===== config.mk =====
export PLATFORM = sky130hd
export DESIGN_NAME = ps2_set2_scancode_sequencer
export DESIGN_NICKNAME = d
export VERILOG_FILES = /design/src/hdl/ps2s_pkg.sv /design/src/hdl/ps2s_encoder.sv /design/src/hdl/ps2s_serializer.sv /design/src/hdl/ps2_set2_scancode_sequencer.sv
export SDC_FILE = /design/constraint.sdc
export NUM_CORES = 1
export LEC_CHECK = 0
export BUFFER_PORTS_ARGS = -buffer_cell sky130_fd_sc_hd__buf_2
export CORE_ASPECT_RATIO = 0.6
export CORE_UTILIZATION = 40
export CTS_BUF_LIST = sky130_fd_sc_hd__clkbuf_4 sky130_fd_sc_hd__clkbuf_8 sky130_fd_sc_hd__clkbuf_16
export DETAILED_ROUTE_END_ITERATION = 7
export GPL_TIMING_DRIVEN = 0
export PLACE_DENSITY = 0.55
export SYNTH_ARGS = -nofsm -noshare
export SYNTH_HDL_FRONTEND = slang
export SYNTH_HIERARCHICAL = 1
export SYNTH_SLANG_ARGS = --single-unit

===== constraint.sdc =====
create_clock -name clock -period 2.65 [get_ports clock]
set_input_delay 0.3975 -clock clock [delete_from_list [all_inputs] [get_ports clock]]
set_output_delay 0.3975 -clock clock [all_outputs]
set_load 0.02 [all_outputs]

===== src/hdl/ps2s_pkg.sv =====
// ----------------------------------------------------------------------------
// ps2s_pkg
// Shared types and constants for the PS/2 set 2 scan code sequencer.
// ----------------------------------------------------------------------------
package ps2s_pkg;

   // Fixed bytes of the set 2 protocol.
   localparam logic [7:0] BYTE_BREAK  = 8'hF0;
   localparam logic [7:0] BYTE_EXT    = 8'hE0;
   localparam logic [7:0] CODE_LSHIFT = 8'h12;
   localparam logic [7:0] CODE_RSHIFT = 8'h59;

   // Key kinds as carried on req_tuser.
   localparam logic [2:0] KIND_UNKNOWN  = 3'd0;
   localparam logic [2:0] KIND_NORMAL   = 3'd1;
   localparam logic [2:0] KIND_EXTENDED = 3'd2;
   localparam logic [2:0] KIND_NUMLOCK  = 3'd3;
   localparam logic [2:0] KIND_SHIFTCAN = 3'd4;

   localparam int SEQ_MAX = 8;
   localparam int IDX_W   = $clog2(SEQ_MAX);
   localparam int CNT_W   = $clog2(SEQ_MAX + 1);

   // One decoded key event held in the input register.
   typedef struct packed {
      logic [7:0] key_code;
      logic [2:0] key_kind;
      logic       make;
      logic       left_shift_held;
      logic       right_shift_held;
   } event_type;

   // Complete byte sequence of one event; byte 0 goes out first.
   typedef struct packed {
      logic [SEQ_MAX-1:0][7:0] bytes;
      logic [CNT_W-1:0]        count;
   } seq_type;

endpackage


===== src/hdl/ps2s_encoder.sv =====
// ----------------------------------------------------------------------------
// ps2s_encoder
// Builds the full set 2 byte sequence of one key event in a single pass.
// ----------------------------------------------------------------------------
module ps2s_encoder (
   input  ps2s_pkg::event_type evt_i,
   output ps2s_pkg::seq_type   seq_o
);
   import ps2s_pkg::*;

   logic [7:0] c;

   assign c = evt_i.key_code;

   always_comb begin
      seq_o = '0;
      case (evt_i.key_kind)
         KIND_NORMAL: begin
            if (evt_i.make) begin
               seq_o.bytes[0] = c;
               seq_o.count    = CNT_W'(1);
            end else begin
               seq_o.bytes[0] = BYTE_BREAK;
               seq_o.bytes[1] = c;
               seq_o.count    = CNT_W'(2);
            end
         end
         KIND_EXTENDED: begin
            seq_o.bytes[0] = BYTE_EXT;
            if (evt_i.make) begin
               seq_o.bytes[1] = c;
               seq_o.count    = CNT_W'(2);
            end else begin
               seq_o.bytes[1] = BYTE_BREAK;
               seq_o.bytes[2] = c;
               seq_o.count    = CNT_W'(3);
            end
         end
         KIND_NUMLOCK: begin
            seq_o.bytes[0] = BYTE_EXT;
            if (evt_i.make) begin
               seq_o.bytes[1] = CODE_LSHIFT;
               seq_o.bytes[2] = BYTE_EXT;
               seq_o.bytes[3] = c;
               seq_o.count    = CNT_W'(4);
            end else begin
               seq_o.bytes[1] = BYTE_BREAK;
               seq_o.bytes[2] = c;
               seq_o.bytes[3] = BYTE_EXT;
               seq_o.bytes[4] = BYTE_BREAK;
               seq_o.bytes[5] = CODE_LSHIFT;
               seq_o.count    = CNT_W'(6);
            end
         end
         KIND_SHIFTCAN: begin
            seq_o.bytes[0] = BYTE_EXT;
            if (evt_i.make) begin
               // Release the held shifts first, left before right.
               case ({evt_i.left_shift_held, evt_i.right_shift_held})
                  2'b00: begin
                     seq_o.bytes[1] = c;
                     seq_o.count    = CNT_W'(2);
                  end
                  2'b10, 2'b01: begin
                     seq_o.bytes[1] = BYTE_BREAK;
                     seq_o.bytes[2] = evt_i.left_shift_held ? CODE_LSHIFT : CODE_RSHIFT;
                     seq_o.bytes[3] = BYTE_EXT;
                     seq_o.bytes[4] = c;
                     seq_o.count    = CNT_W'(5);
                  end
                  default: begin
                     seq_o.bytes[1] = BYTE_BREAK;
                     seq_o.bytes[2] = CODE_LSHIFT;
                     seq_o.bytes[3] = BYTE_EXT;
                     seq_o.bytes[4] = BYTE_BREAK;
                     seq_o.bytes[5] = CODE_RSHIFT;
                     seq_o.bytes[6] = BYTE_EXT;
                     seq_o.bytes[7] = c;
                     seq_o.count    = CNT_W'(8);
                  end
               endcase
            end else begin
               // Own break, then press the shifts again, right before left.
               seq_o.bytes[1] = BYTE_BREAK;
               seq_o.bytes[2] = c;
               case ({evt_i.left_shift_held, evt_i.right_shift_held})
                  2'b00: begin
                     seq_o.count = CNT_W'(3);
                  end
                  2'b10, 2'b01: begin
                     seq_o.bytes[3] = BYTE_EXT;
                     seq_o.bytes[4] = evt_i.left_shift_held ? CODE_LSHIFT : CODE_RSHIFT;
                     seq_o.count    = CNT_W'(5);
                  end
                  default: begin
                     seq_o.bytes[3] = BYTE_EXT;
                     seq_o.bytes[4] = CODE_RSHIFT;
                     seq_o.bytes[5] = BYTE_EXT;
                     seq_o.bytes[6] = CODE_LSHIFT;
                     seq_o.count    = CNT_W'(7);
                  end
               endcase
            end
         end
         default: begin
            // Unknown kinds and reserved kind values give no bytes.
            seq_o = '0;
         end
      endcase
   end

endmodule


===== src/hdl/ps2s_serializer.sv =====
// ----------------------------------------------------------------------------
// ps2s_serializer
// Holds one built sequence and sends it out one byte per transaction.
// ----------------------------------------------------------------------------
module ps2s_serializer (
   input  logic              clock,
   input  logic              reset,
   input  logic              load_i,
   input  ps2s_pkg::seq_type seq_i,
   output logic              free_o,
   output logic              rsp_tvalid,
   input  logic              rsp_tready,
   output logic [7:0]        rsp_tdata,   // code_byte [7:0]
   output logic              rsp_tlast    // last_byte
);
   import ps2s_pkg::*;

   logic [SEQ_MAX-1:0][7:0] bytes_ff, bytes_in;
   logic [IDX_W-1:0]        idx_ff, idx_in;
   logic [IDX_W-1:0]        last_idx_ff, last_idx_in;
   logic                    valid_ff, valid_in;
   logic                    done;
   logic [CNT_W-1:0]        last_cnt;

   assign rsp_tvalid = valid_ff;
   assign rsp_tdata  = bytes_ff[idx_ff];
   assign rsp_tlast  = (idx_ff == last_idx_ff);
   assign done       = valid_ff && rsp_tready && rsp_tlast;
   // A new sequence may enter in the same cycle that the old one finishes.
   assign free_o     = !valid_ff || done;
   assign last_cnt   = seq_i.count - CNT_W'(1);

   always_comb begin
      bytes_in    = bytes_ff;
      idx_in      = idx_ff;
      last_idx_in = last_idx_ff;
      valid_in    = valid_ff;
      if (load_i) begin
         bytes_in    = seq_i.bytes;
         idx_in      = '0;
         last_idx_in = last_cnt[IDX_W-1:0];
         valid_in    = (seq_i.count != '0);
      end else if (valid_ff && rsp_tready) begin
         if (rsp_tlast) begin
            valid_in = 1'b0;
         end else begin
            idx_in = idx_ff + IDX_W'(1);
         end
      end
   end

   always_ff @(posedge clock) begin
      if (reset) begin
         valid_ff <= 1'b0;
         idx_ff   <= '0;
      end else begin
         valid_ff <= valid_in;
         idx_ff   <= idx_in;
      end
      bytes_ff    <= bytes_in;
      last_idx_ff <= last_idx_in;
   end

`ifndef SYNTHESIS
   a_idx_in_range: assert property (@(posedge clock) disable iff (reset)
      valid_ff |-> idx_ff <= last_idx_ff)
      else $error("byte index ran past the end of the sequence");

   a_no_overwrite: assert property (@(posedge clock) disable iff (reset)
      load_i |-> (!valid_ff || (rsp_tready && rsp_tlast)))
      else $error("sequence loaded over one still being sent");

   a_keep_going: assert property (@(posedge clock) disable iff (reset)
      (rsp_tvalid && rsp_tready && !rsp_tlast) |=> rsp_tvalid)
      else $error("sequence stopped before its last byte");

   a_step: assert property (@(posedge clock) disable iff (reset)
      (rsp_tvalid && rsp_tready && !rsp_tlast) |=> idx_ff == $past(idx_ff) + IDX_W'(1))
      else $error("byte index did not advance after a transaction");
`endif

endmodule


===== src/hdl/ps2_set2_scancode_sequencer.sv =====
// ----------------------------------------------------------------------------
// ps2_set2_scancode_sequencer
// Turns key events into PS/2 scan code set 2 byte sequences.
// ----------------------------------------------------------------------------
// Each key event accepted on the req_ channel yields zero to eight bytes on the
// rsp_ channel, one byte per transaction, with rsp_tlast marking the last byte
// of the event. An accepted event is registered in the input register and is then
// loaded into the serializer register that drives rsp_, once the serializer is
// free. The output sends one byte per cycle while rsp_tready stays high; the
// next event is built in the input register meanwhile and its first byte follows
// the previous last byte without a gap. Events of an unknown kind give no bytes
// and pass through the input register.
module ps2_set2_scancode_sequencer (
   input  logic        clock,
   input  logic        reset,
   input  logic        req_tvalid,
   output logic        req_tready,
   input  logic [15:0] req_tdata,   // key_code [7:0], make [8],
                                    // left_shift_held [9], right_shift_held [10],
                                    // zero [15:11]
   input  logic [2:0]  req_tuser,   // key_kind [2:0]
   output logic        rsp_tvalid,
   input  logic        rsp_tready,
   output logic [7:0]  rsp_tdata,   // code_byte [7:0]
   output logic        rsp_tlast    // last_byte
);
   import ps2s_pkg::*;

   event_type evt_ff, evt_in;
   logic      evt_valid_ff, evt_valid_in;
   seq_type   seq;
   logic      ser_free;
   logic      load;

   assign load       = evt_valid_ff && ser_free;
   assign req_tready = !evt_valid_ff || load;

   always_comb begin
      evt_valid_in = evt_valid_ff;
      evt_in       = evt_ff;
      if (req_tvalid && req_tready) begin
         evt_valid_in            = 1'b1;
         evt_in.key_code         = req_tdata[7:0];
         evt_in.make             = req_tdata[8];
         evt_in.left_shift_held  = req_tdata[9];
         evt_in.right_shift_held = req_tdata[10];
         evt_in.key_kind         = req_tuser;
      end else if (load) begin
         evt_valid_in = 1'b0;
      end
   end

   always_ff @(posedge clock) begin
      if (reset) begin
         evt_valid_ff <= 1'b0;
      end else begin
         evt_valid_ff <= evt_valid_in;
      end
      evt_ff <= evt_in;
   end

   ps2s_encoder u_encoder (
      .evt_i (evt_ff),
      .seq_o (seq)
   );

   ps2s_serializer u_serializer (
      .clock      (clock),
      .reset      (reset),
      .load_i     (load),
      .seq_i      (seq),
      .free_o     (ser_free),
      .rsp_tvalid (rsp_tvalid),
      .rsp_tready (rsp_tready),
      .rsp_tdata  (rsp_tdata),
      .rsp_tlast  (rsp_tlast)
   );

endmodule


; After elaboration in Yosys (flattened, before gate mapping)
; Cells that the tools add are included.
[op_classes]
reduce_logical = 19
bitwise_logic = 3
order_cmp = 1
n_addsub = 2
muxes = 27
eq_ne = 7
[ops]
columns = operator, count
row1 = $pmux 24 s2, 2
row2 = $pmux 20 s4, 1
row3 = $mux 48, 1
row4 = $mux 8, 4
row5 = $pmux 16 s2, 1
row6 = $mux 13, 2
row7 = $bmux 8 s3, 1
row8 = $mux 24, 1
row9 = $pmux 8 s3, 1
row10 = $mux 16, 1
row11 = $mux 12, 1
row12 = $pmux 4 s2, 1
row13 = $mux 7, 1
row14 = $eq 3x2->1 const B, 2
row15 = $mux 1, 6
row16 = $pmux 3 s2, 1
row17 = $reduce_bool 2->1, 3
row18 = $reduce_or 5->1, 1
row19 = $logic_and 1x1->1, 4
row20 = $lt 3x4->1 const B, 1
row21 = $mux 4, 1
row22 = $reduce_and 2->1, 2
row23 = $reduce_bool 4->1, 1
row24 = $reduce_or 2->1, 2
row25 = 13 further kinds, 17
[word_totals]
out_inout_bits = 11
register_bits = 86
word_cells = 76

; Depth between registers and ports, before layout
; Gate-level depths: netlist (run 1).
[depth]
ltp_word = 7
ltp_mapped = 10
mapped_depth_nobuf = 9

; Hierarchy
; Netlist (run 1), hierarchy kept.
[modules_own_cells]
columns = module, n_inst, seq_area_each_um2, cells_per_inst, area_each_um2
row1 = ps2s_serializer, 1, 2092.0, 137, 2824.0
row2 = ps2s_encoder, 1, 0.0, 163, 1061.0
row3 = ps2_set2_scancode_sequencer, 1, 440.4, 20, 483.0

; Least setup slack after synthesis (run 1)
; OpenSTA, ideal clock, no wires.
[synth_path]
path_kind = reg-to-reg
startpoint = reg u_serializer.idx_ff[1]
endpoint = reg u_serializer.idx_ff[0]
arrival_ns = 2.331
synth_period_minus_slack_ns = 2.472
n_path_buf = 1
stages_incl_launch_ff = 9
setup_slack_ns = 0.178
cell_sequence = dfxtp_1 -> buf_2 -> xnor2_1 -> nand4_1 -> nand2_1 -> and2_2 -> nor4bb_1 -> o311ai_0 -> o211ai_1
[synth_via]
elab_chain_cells = 5
[synth_rtl]
columns = item, line
row1 = "start, declared", ps2s_serializer.sv:19  ; logic [IDX_W-1:0] idx_ff, idx_in;
row2 = "start signal, assigned", ps2s_serializer.sv:58  ; idx_ff <= idx_in;
row3 = $eq 3x3->1, ps2s_serializer.sv:27  ; assign rsp_tlast = (idx_ff == last_idx_ff);
row4 = $logic_and 1x1->1, ps2s_serializer.sv:28  ; assign done = valid_ff && rsp_tready && rsp_tlast;
row5 = $logic_or 1x1->1, ps2s_serializer.sv:30  ; assign free_o = !valid_ff || done;
row6 = via ser_free, ps2_set2_scancode_sequencer.sv:32  ; logic ser_free;
row7 = $logic_and 1x1->1, ps2_set2_scancode_sequencer.sv:35  ; assign load = evt_valid_ff && ser_free;
row8 = via load, ps2_set2_scancode_sequencer.sv:33  ; logic load;
row9 = $reduce_or 2->1 (no line), n/a
; The timed path passes the listed nets, and every way through them passes these cells.
; A chain may end at the register's enable or synchronous reset.

; Worst setup path after layout (run 1)
[layout_path]
startpoint = reg u_serializer.idx_ff[0]
endpoint = out rsp_tdata[1]
[layout_via]
elab_chain_cells = 2
[layout_rtl]
columns = item, line
row1 = $bmux 8 s3, ps2s_serializer.sv:26  ; assign rsp_tdata = bytes_ff[idx_ff];
row2 = $mux 8 (not written as such), ps2s_serializer.sv:26
row3 = "end, declared", ps2_set2_scancode_sequencer.sv:24  ; output logic [7:0] rsp_tdata,
; No other way between the ends. The select of a mux whose other input is x is not followed.

==> results.cfg, run 1 <==
[status]
status = finished with violations
violations = design-rule violations

[worst_setup_path]
end_kind = primary output
crit_path_start = u_serializer/idx_ff[0]$_SDFFE_PP0P_
r2r.worst_path.cells = 9
path_max_fanout = 10
regToRegSetupSlack_ns = 0.21
arrival_ns = 2.12
crit_required_ns = 2.25
cp-endpoint = rsp_tdata[1]
criticalPathCategory = reg2out
start_kind = flop
rr_endpoint = u_serializer/idx_ff[0]$_SDFFE_PP0P_
rr_startpoint = u_serializer/idx_ff[1]$_SDFFE_PP0P_

[yosys]
synthArstFlopShare_pct = 0
synth_area_leaders = edfxtp_1 (56%), mux4_2 (8.2%), dfxtp_1 (2.3%)
yosys_warnings = 6
synthFlopType = edfxtp_1
ys_ff_latch = 86
syn_avg_cell_area_um2 = 13.6
yosys.area.top_type = edfxtp_1
synth_edf_count = 81
syn-instance-count = 320
synth_top_area_share_pct = 55.7
syn-cell-area_um2 = 4370
synth_cell_types = 57
seq_area_frac_synth_pct = 58.0

[timing]
final-setup-viol-count = 0
fin_tns_setup_ns = 0
fin_hold_ws_ns = 0.232
finalHoldViolCount = 0
max_freq_mhz = 398
grt_setup_unrepaired = no
tightest_slew_ns = 0.746
fin_worst_skew_ns = 0.00454
report.final.slew_viol_count = 0
min_period_ns = 2.51
relSlewSlack_pct = 50.1
post-route-period-util_pct = 94.8

[layout]
final_area_um2 = 5090
layout_common_cells = edfxtp_1 (81), buf_2 (36), mux4_2 (16)
final_common_cell = edfxtp_1
area_growth_pct = 16.6
final_core_util_pct = 48.1
drive_gt1_share_pct = 28.3
diodes = 0
nNetsFinal = 393
nFillCells = 934
fin_cells = 507

[cts]
cts-buffers-inserted = 9
htree_levels = 3
cts_setup_buffers = 0
clk_pin_slew_ns = 0.06
cts_hold_buf = 0
cts.sinks = 86
clk_latency_ns = 0.34
cts_tree = done
root_buffer = clkbuf_16
cts_resized = 0
cts_buffer_depth = 2

[power]
leakagePower_uw = 0.00186
power_density_nw_per_um2 = 684
irDropWorstVdd_mv = 0.322

[global_routing]
grt_pass1_wl_um = 15300
gr-usage-met1_pct = 30.8
grt_max_degree = 57
busiest_layer = met1
globalRouteTotalUtil_pct = 18.8
groute.layer.met3.usage_pct = 4.46
grt_overflow = 0
gr-usage-met2_pct = 24.1
antenna_found_initial = 0
grt_pass1_vias = 2632

[drt]
first_pass_iters = 6
vias = 2795
drtAntennaViolNets = 0
viasPerCell = 5.51
wl_um = 9780
post-route-drc-count = 2
wl_per_cell_um = 19.3
drtIter0Drc = 316

[die]
die_w_um = 137
die_height_um = 82.9
floorplan.initialDensity_pct = 41.2
rows = 29
coreArea_um2 = 10600
dieArea_um2 = 11400
num_io_pins = 34

[flow_run]
drv_cap = 0

[place]
place_area_um2 = 4720
io_buffer_count = 28
hpwl_um = 6810
dpl.cell_count = 491
gp_congestion = 0.867

[worst_hold_path]
holdPathStages = 1
hp-class = in2reg
flip-flops by register name, indices dropped and copies added, names as in the netlist:
register,cells
u_serializer/bytes_ff,64
u_serializer/last_idx_ff,3
evt_valid_ff,1
u_serializer/idx_ff,3
u_serializer/rsp_tvalid,1
evt_ff,14
worst min path at each step:
stage	startpoint	to	slack (ns)
final	req_tdata[2]	evt_ff[8]$_DFFE_PP_	0.23
after global routing	req_tuser[1]	evt_ff[4]$_DFFE_PP_	0.22
after CTS	req_tuser[1]	evt_ff[4]$_DFFE_PP_	0.22
after detailed placement	evt_valid_ff$_SDFFE_PP0P_	evt_valid_ff$_SDFFE_PP0P_	0.50
after global placement	evt_valid_ff$_SDFFE_PP0P_	evt_valid_ff$_SDFFE_PP0P_	0.48
after floorplan	reset	evt_valid_ff$_SDFFE_PP0P_	0.46
power by group:
group	leakage, uW	switching (uW)	internal (uW)	total [uW]
registers	0.000802	43.7	1580	1620
clock network	0.000180	496	1030	1520
logic	0.000879	198	141	339
total	0.00186	738	2740	3480
per-layer routing:
layer,part of all wire [%],wire length [um],vias up
met3,6.0,590,12
met5,0,0,-
met1,53,5170,1387
met2,40,3910,99
met4,1.2,114,0
li1,-,-,1297
kinds of logic after synthesis:
group           share of synthesized area [%]
compound gates                           10.1
xor+xnor                                 1.60
fa+ha+maj                                2.01
buf+inv                                  5.24
flops                                    58.0
mux                                      10.5
other cells                            0.0859
simple gates                             12.5
per-stage QoR:
step / power (uW) / setup slack (ns)
floorplan: 1870 / 0.178
global route: 3610 / 0.0383
global placement: 1980 / -0.615
CTS: 3510 / 0.0345
finish: 3480 / 0.137
detailed placement: 1990 / 0.232
area by class of cell:
cell class                 instances  area, um^2  area share [%]
sequential                        86        2530            49.7
multi-input combinational        198        1620            31.8
clock buffer                      10         233            4.57
buffer                            30         198            3.88
tap                              139         174            3.42
timing repair buffer              29         168            3.29
clock inverter                     6         134            2.63
inverter                           9        33.8           0.664
synth_stat cells, drive strengths merged, types with 3 or more instances:
library cell and number:
a2bb2oi 3, o211ai 3, nand2b 5, ha 7
buf 25, a21boi 3, dfxtp 5, clkbuf 5
o22ai 8, edfxtp 81, nor2b 9, a21oi 12
nand3 10, mux4 16, nor4bb 3, inv 9
and2 17, mux2 8, xnor2 3, and3 10
nor2 15, nand2 9, a22o 3, xor2 5
o21ai 15, o311ai 3
worst max-delay path: stages (launching register included):
cell     delay, ns
dfxtp_1       0.41
buf_4         0.31
mux4_2        0.61
mux2_2        0.28
buf_2         0.15
Power figures use the tool's default switching activity.
==> run 2: changes to the inputs <==
Clock period 2.65 ns to 2.1 ns, I/O delays scaled along.
==> run 2 against run 1 <==
The flow finishes with violations (negative setup slack). Critical path type unchanged. Cell area increased by 4.6%. Utilization increased by 2.2 points. Die area unchanged. Critical path depth unchanged. Sequential share of layout area decreased by 2.1 points. Via count increased by 3.5%. Register-to-register slack got worse by 0.14 ns. Count of clock-buffer cells in the layout unchanged. Final cell count increased by 2.2%. Sequential power increased by 27%. Clock skew increased by 0.0044 ns.
==> results.cfg, run 2 (synthesis results as in run 1) <==
[status]
status = finished with violations
violations = negative setup slack

[worst_setup_path]
start_kind = flop
rr_startpoint = evt_ff[1]$_DFFE_PP_
end_kind = primary output
path_max_fanout = 5
regToRegSetupSlack_ns = 0.07
criticalPathCategory = reg2out
crit_required_ns = 1.78
arrival_ns = 1.92
crit_path_start = u_serializer/idx_ff[0]$_SDFFE_PP0P_

[drt]
viasPerCell = 5.58
vias = 2892
post-route-drc-count = 0
wl_um = 10500
drtAntennaViolNets = 0
wl_per_cell_um = 20.2
first_pass_iters = 5
drtIter0Drc = 286

[place]
hpwl_um = 6800
io_buffer_count = 28
place_ws_ns = -0.584
dpl.cell_count = 490
gp_congestion = 0.875

[global_routing]
gr-usage-met1_pct = 32.7
grt_pass1_vias = 2672
grt_overflow = 0
grt_pass1_wl_um = 16000
busiest_layer = met1
groute.layer.met3.usage_pct = 4.33
gr-usage-met2_pct = 25.5
antenna_found_initial = 0
globalRouteTotalUtil_pct = 19.7
grt_max_degree = 37

[timing]
report.final.slew_viol_count = 0
fin_hold_ws_ns = 0.150
relSlewSlack_pct = 51.9
grt_setup_unrepaired = yes
post-route-period-util_pct = 106
finalHoldViolCount = 0
fin_ws_ns = -0.132
min_period_ns = 2.23
fin_worst_skew_ns = 0.00894
final-setup-viol-count = 8
tightest_slew_ns = 0.719
max_freq_mhz = 448

[die]
die_w_um = 137
num_io_pins = 34
floorplan.initialDensity_pct = 41.2
dieArea_um2 = 11400
rows = 29
die_height_um = 82.9
coreArea_um2 = 10600

[layout]
layout_common_cells = edfxtp_1 (81), buf_2 (30), buf_4 (22)
reg.largest.list = u_serializer/bytes_ff x64, evt_ff x14
fin_cells = 518
drive_gt1_share_pct = 34.6
largest_register_ffs = 64
final_core_util_pct = 50.3
area_growth_pct = 21.9
largest_register = u_serializer/bytes_ff
final_common_cell = edfxtp_1
nNetsFinal = 404
diodes = 0

[cts]
cts_tree = done
cts.sinks = 86
clk_pin_slew_ns = 0.06
root_buffer = clkbuf_16
cts_buffer_depth = 2
clk_latency_ns = 0.34
cts-buffers-inserted = 9
cts_hold_buf = 0
htree_levels = 3

[power]
design_power_total_uw = 4270
irDropWorstVdd_mv = 0.439
leakagePower_uw = 0.00195
power_density_nw_per_um2 = 801

[worst_hold_path]
hp-class = in2reg
holdCritStartpoint = req_tdata[6]

[flow_run]
drv_cap = 0
==> run 2: cell types whose count changed in the layout (fill, tap and decap cells not counted), sizes merged <==
cell | previous run | this run
and2 | 17 | 19
bufinv | 4 | 2
clkinv | 2 | 1
inv | 9 | 10
buf | 53 | 65
clkinvlp | 0 | 2
clkbuf | 16 | 13
==> run 2: cell type report <==
class	count	area, um^2
fillers	924	5270
flip-flops and latches	86	2540
multi-input cells	200	1730
repair buffers	40	300
clock buffers	10	239
plain buffers	28	220
well taps	139	174
clock inverters	6	92.6
inverters	9	33.8
==> run 2: per-layer routing <==
metal  vias up  share of wire [%]  wire length, um
met4         0                1.1              120
met3        12                6.3              656
met1      1436                 52             5440
met5         -                  0                0
met2       111                 41             4240
li1       1333                  -                -
==> run 2: final timing paths <==
| kind | endpoint | cells past startpoint |
|---|---|---|
| worst max-delay path | rsp_tdata[5] | 4 |
| worst max register to register | u_serializer/rsp_tvalid$_SDFFE_PP0P_ | 8 |
| worst min register to register | evt_valid_ff$_SDFFE_PP0P_ | 2 |
| worst min-delay path | evt_ff[12]$_DFFE_PP_ | 1 |
==> run 2: power by group <==
group,switching (uW),internal (uW),total (uW),leakage (uW)
Sequential,60.8,1990,2050,0.000802
Clock,652,1080,1730,0.000155
Combinational,268,217,486,0.000996
==> run 2: critical path, stage by stage (launching register included) <==
cell and delay [ns]:
dfxtp_4 0.41, buf_12 0.15, mux4_2 0.58, mux2_4 0.30, buf_6 0.13
==> run 2: stage by stage <==
step | area, um^2 | setup TNS (ns)
floorplan | 4380 | 0
global placement | 4690 | -24.48
detailed placement | 4690 | -25.29
CTS | 5250 | -0.861
global route | 5330 | -1.17
finish | 5330 | -0.704
==> run 2: what timing repair did <==
action                                  4_1_cts  5_1_grt
gates cloned                                  3        0
gates resized for setup                      34       11
endpoints found under the setup margin       82       66
setup buffers                                 7        4
pin swaps                                     2        6
==> run 3: changes to the inputs <==
Settings changed: CORE_UTILIZATION 40 to 35, PLACE_DENSITY 0.55 to 0.49, REMOVE_ABC_BUFFERS set to 1.
==> run 3 against run 2 <==
The flow still finishes with violations (negative setup slack). Power grew 1.9%. Hold slack improved by 0.0055 ns. Maximum frequency up 5.0%. Global-route usage fell by 1.5 points. Setup slack gained 0.11 ns.
==> results.cfg, run 3 (synthesis results as in run 1) <==
[global_routing]
antenna_found_initial = 0
grt_pass1_vias = 2713
grt_overflow = 0
grt_max_degree = 36
globalRouteTotalUtil_pct = 18.2
grt_pass1_wl_um = 16900

[die]
coreArea_um2 = 12100
floorplan.initialDensity_pct = 36.1
rows = 31
die_w_um = 146
die_height_um = 88.5
dieArea_um2 = 12900
num_io_pins = 34

[timing]
grt_setup_unrepaired = yes
tightest_slew_ns = 0.761
fin_worst_skew_ns = 0.00603
finalHoldViolCount = 0
report.final.slew_viol_count = 0
min_period_ns = 2.12
relSlewSlack_pct = 49.1
post-route-period-util_pct = 101
fin_ws_ns = -0.0245
max_freq_mhz = 471
final-setup-viol-count = 2
fin_tns_setup_ns = -0.0320
fin_hold_ws_ns = 0.156

[layout]
nNetsFinal = 393
largest_register_ffs = 64
area_growth_pct = 22.4
drive_gt1_share_pct = 31.5
final_common_cell = edfxtp_1
reg.largest.list = u_serializer/bytes_ff x64, evt_ff x14
largest_register = u_serializer/bytes_ff
final_area_um2 = 5350
layout_common_cells = edfxtp_1 (81), buf_4 (22), buf_2 (20)

[worst_hold_path]
hp-class = in2reg

[power]
leakagePower_uw = 0.00194
design_power_total_uw = 4350
irDropWorstVdd_mv = 0.492
power_density_nw_per_um2 = 814

[place]
hpwl_um = 6080
io_buffer_count = 28
place_ws_ns = -0.936
gp_congestion = 0.779
place_area_um2 = 4590

[worst_setup_path]
crit_required_ns = 1.78
slowest_stage = mux4_2
path_max_fanout = 4
slowest_delay_ns = 0.53
critPathBufInv = 2
arrival_ns = 1.81
start_kind = flop
cpLargestDelayFamily = multiplexers
cp_cell_sequence = buf_12, mux4_2, mux2_4, buf_6
end_kind = primary output
criticalPathCategory = reg2out

[cts]
cts_buffer_depth = 2
clk_latency_ns = 0.33
htree_levels = 3
cts_tree = done
cts.sinks = 86
root_buffer = clkbuf_16
clk_pin_slew_ns = 0.06
cts-buffers-inserted = 9

[status]
violations = negative setup slack
status = finished with violations

[drt]
wl_um = 10900
drtIter0Drc = 296
drtAntennaViolNets = 0
wl_per_cell_um = 20.5
viasPerCell = 5.32
post-route-drc-count = 0
first_pass_iters = 5
vias = 2840

[flow_run]
drv_cap = 0
==> run 3: cell type report <==
class / instances / area [um^2]
Antenna cell: 1 / 2.50
Inverter: 9 / 33.8
Tap cell: 165 / 206
Clock buffer: 11 / 240
Multi-Input combinational cell: 198 / 1690
Clock inverter: 5 / 97.6
Sequential cell: 86 / 2540
Fill cell: 1109 / 6760
Timing Repair Buffer: 59 / 529
==> run 3: per-layer routing <==
metal	global-route usage, %	up-vias	share of wire [%]
li1	-	1308	-
met1	28.7	1393	53
met2	24.1	122	38
met3	4.64	17	8.1
met4	4.64	0	1.6
met5	0	-	0
==> run 3: per-stage QoR <==
stage | instances | util (%)
floorplan | 293 | -
global placement | 486 | 37.4
detailed placement | 488 | 37.9
CTS | 521 | 43.2
global route | 533 | 44.1
finish | 534 | 44.2
==> run 3: path summary, 6_finish.rpt <==
check / start / to / slack, ns / depth (start not counted)
max: u_serializer/idx_ff[0]$_SDFFE_PP0P_ / rsp_tdata[1] / -0.02 / 4
min reg2reg: evt_valid_ff$_SDFFE_PP0P_ / evt_valid_ff$_SDFFE_PP0P_ / 0.50 / 2
max reg2reg: evt_ff[1]$_DFFE_PP_ / u_serializer/last_idx_ff[2]$_DFFE_PP_ / 0.10 / 8
min: req_tdata[2] / evt_ff[8]$_DFFE_PP_ / 0.16 / 1
==> run 3: repair_timing <==
item,CTS,global route
endpoints found under the hold margin,0,0
endpoints found under the setup margin,141,20
setup buffers,16,12
hold buffers,0,0
gates cloned,1,0
pin swaps,1,1
resized for setup,31,5
==> run 3: power by group <==
| part | internal (uW) | switching, uW | leakage, uW | total [uW] |
|---|---|---|---|---|
| clock network | 1180 | 613 | 0.000166 | 1790 |
| logic | 238 | 273 | 0.000974 | 511 |
| registers | 1990 | 56.3 | 0.000804 | 2040 |
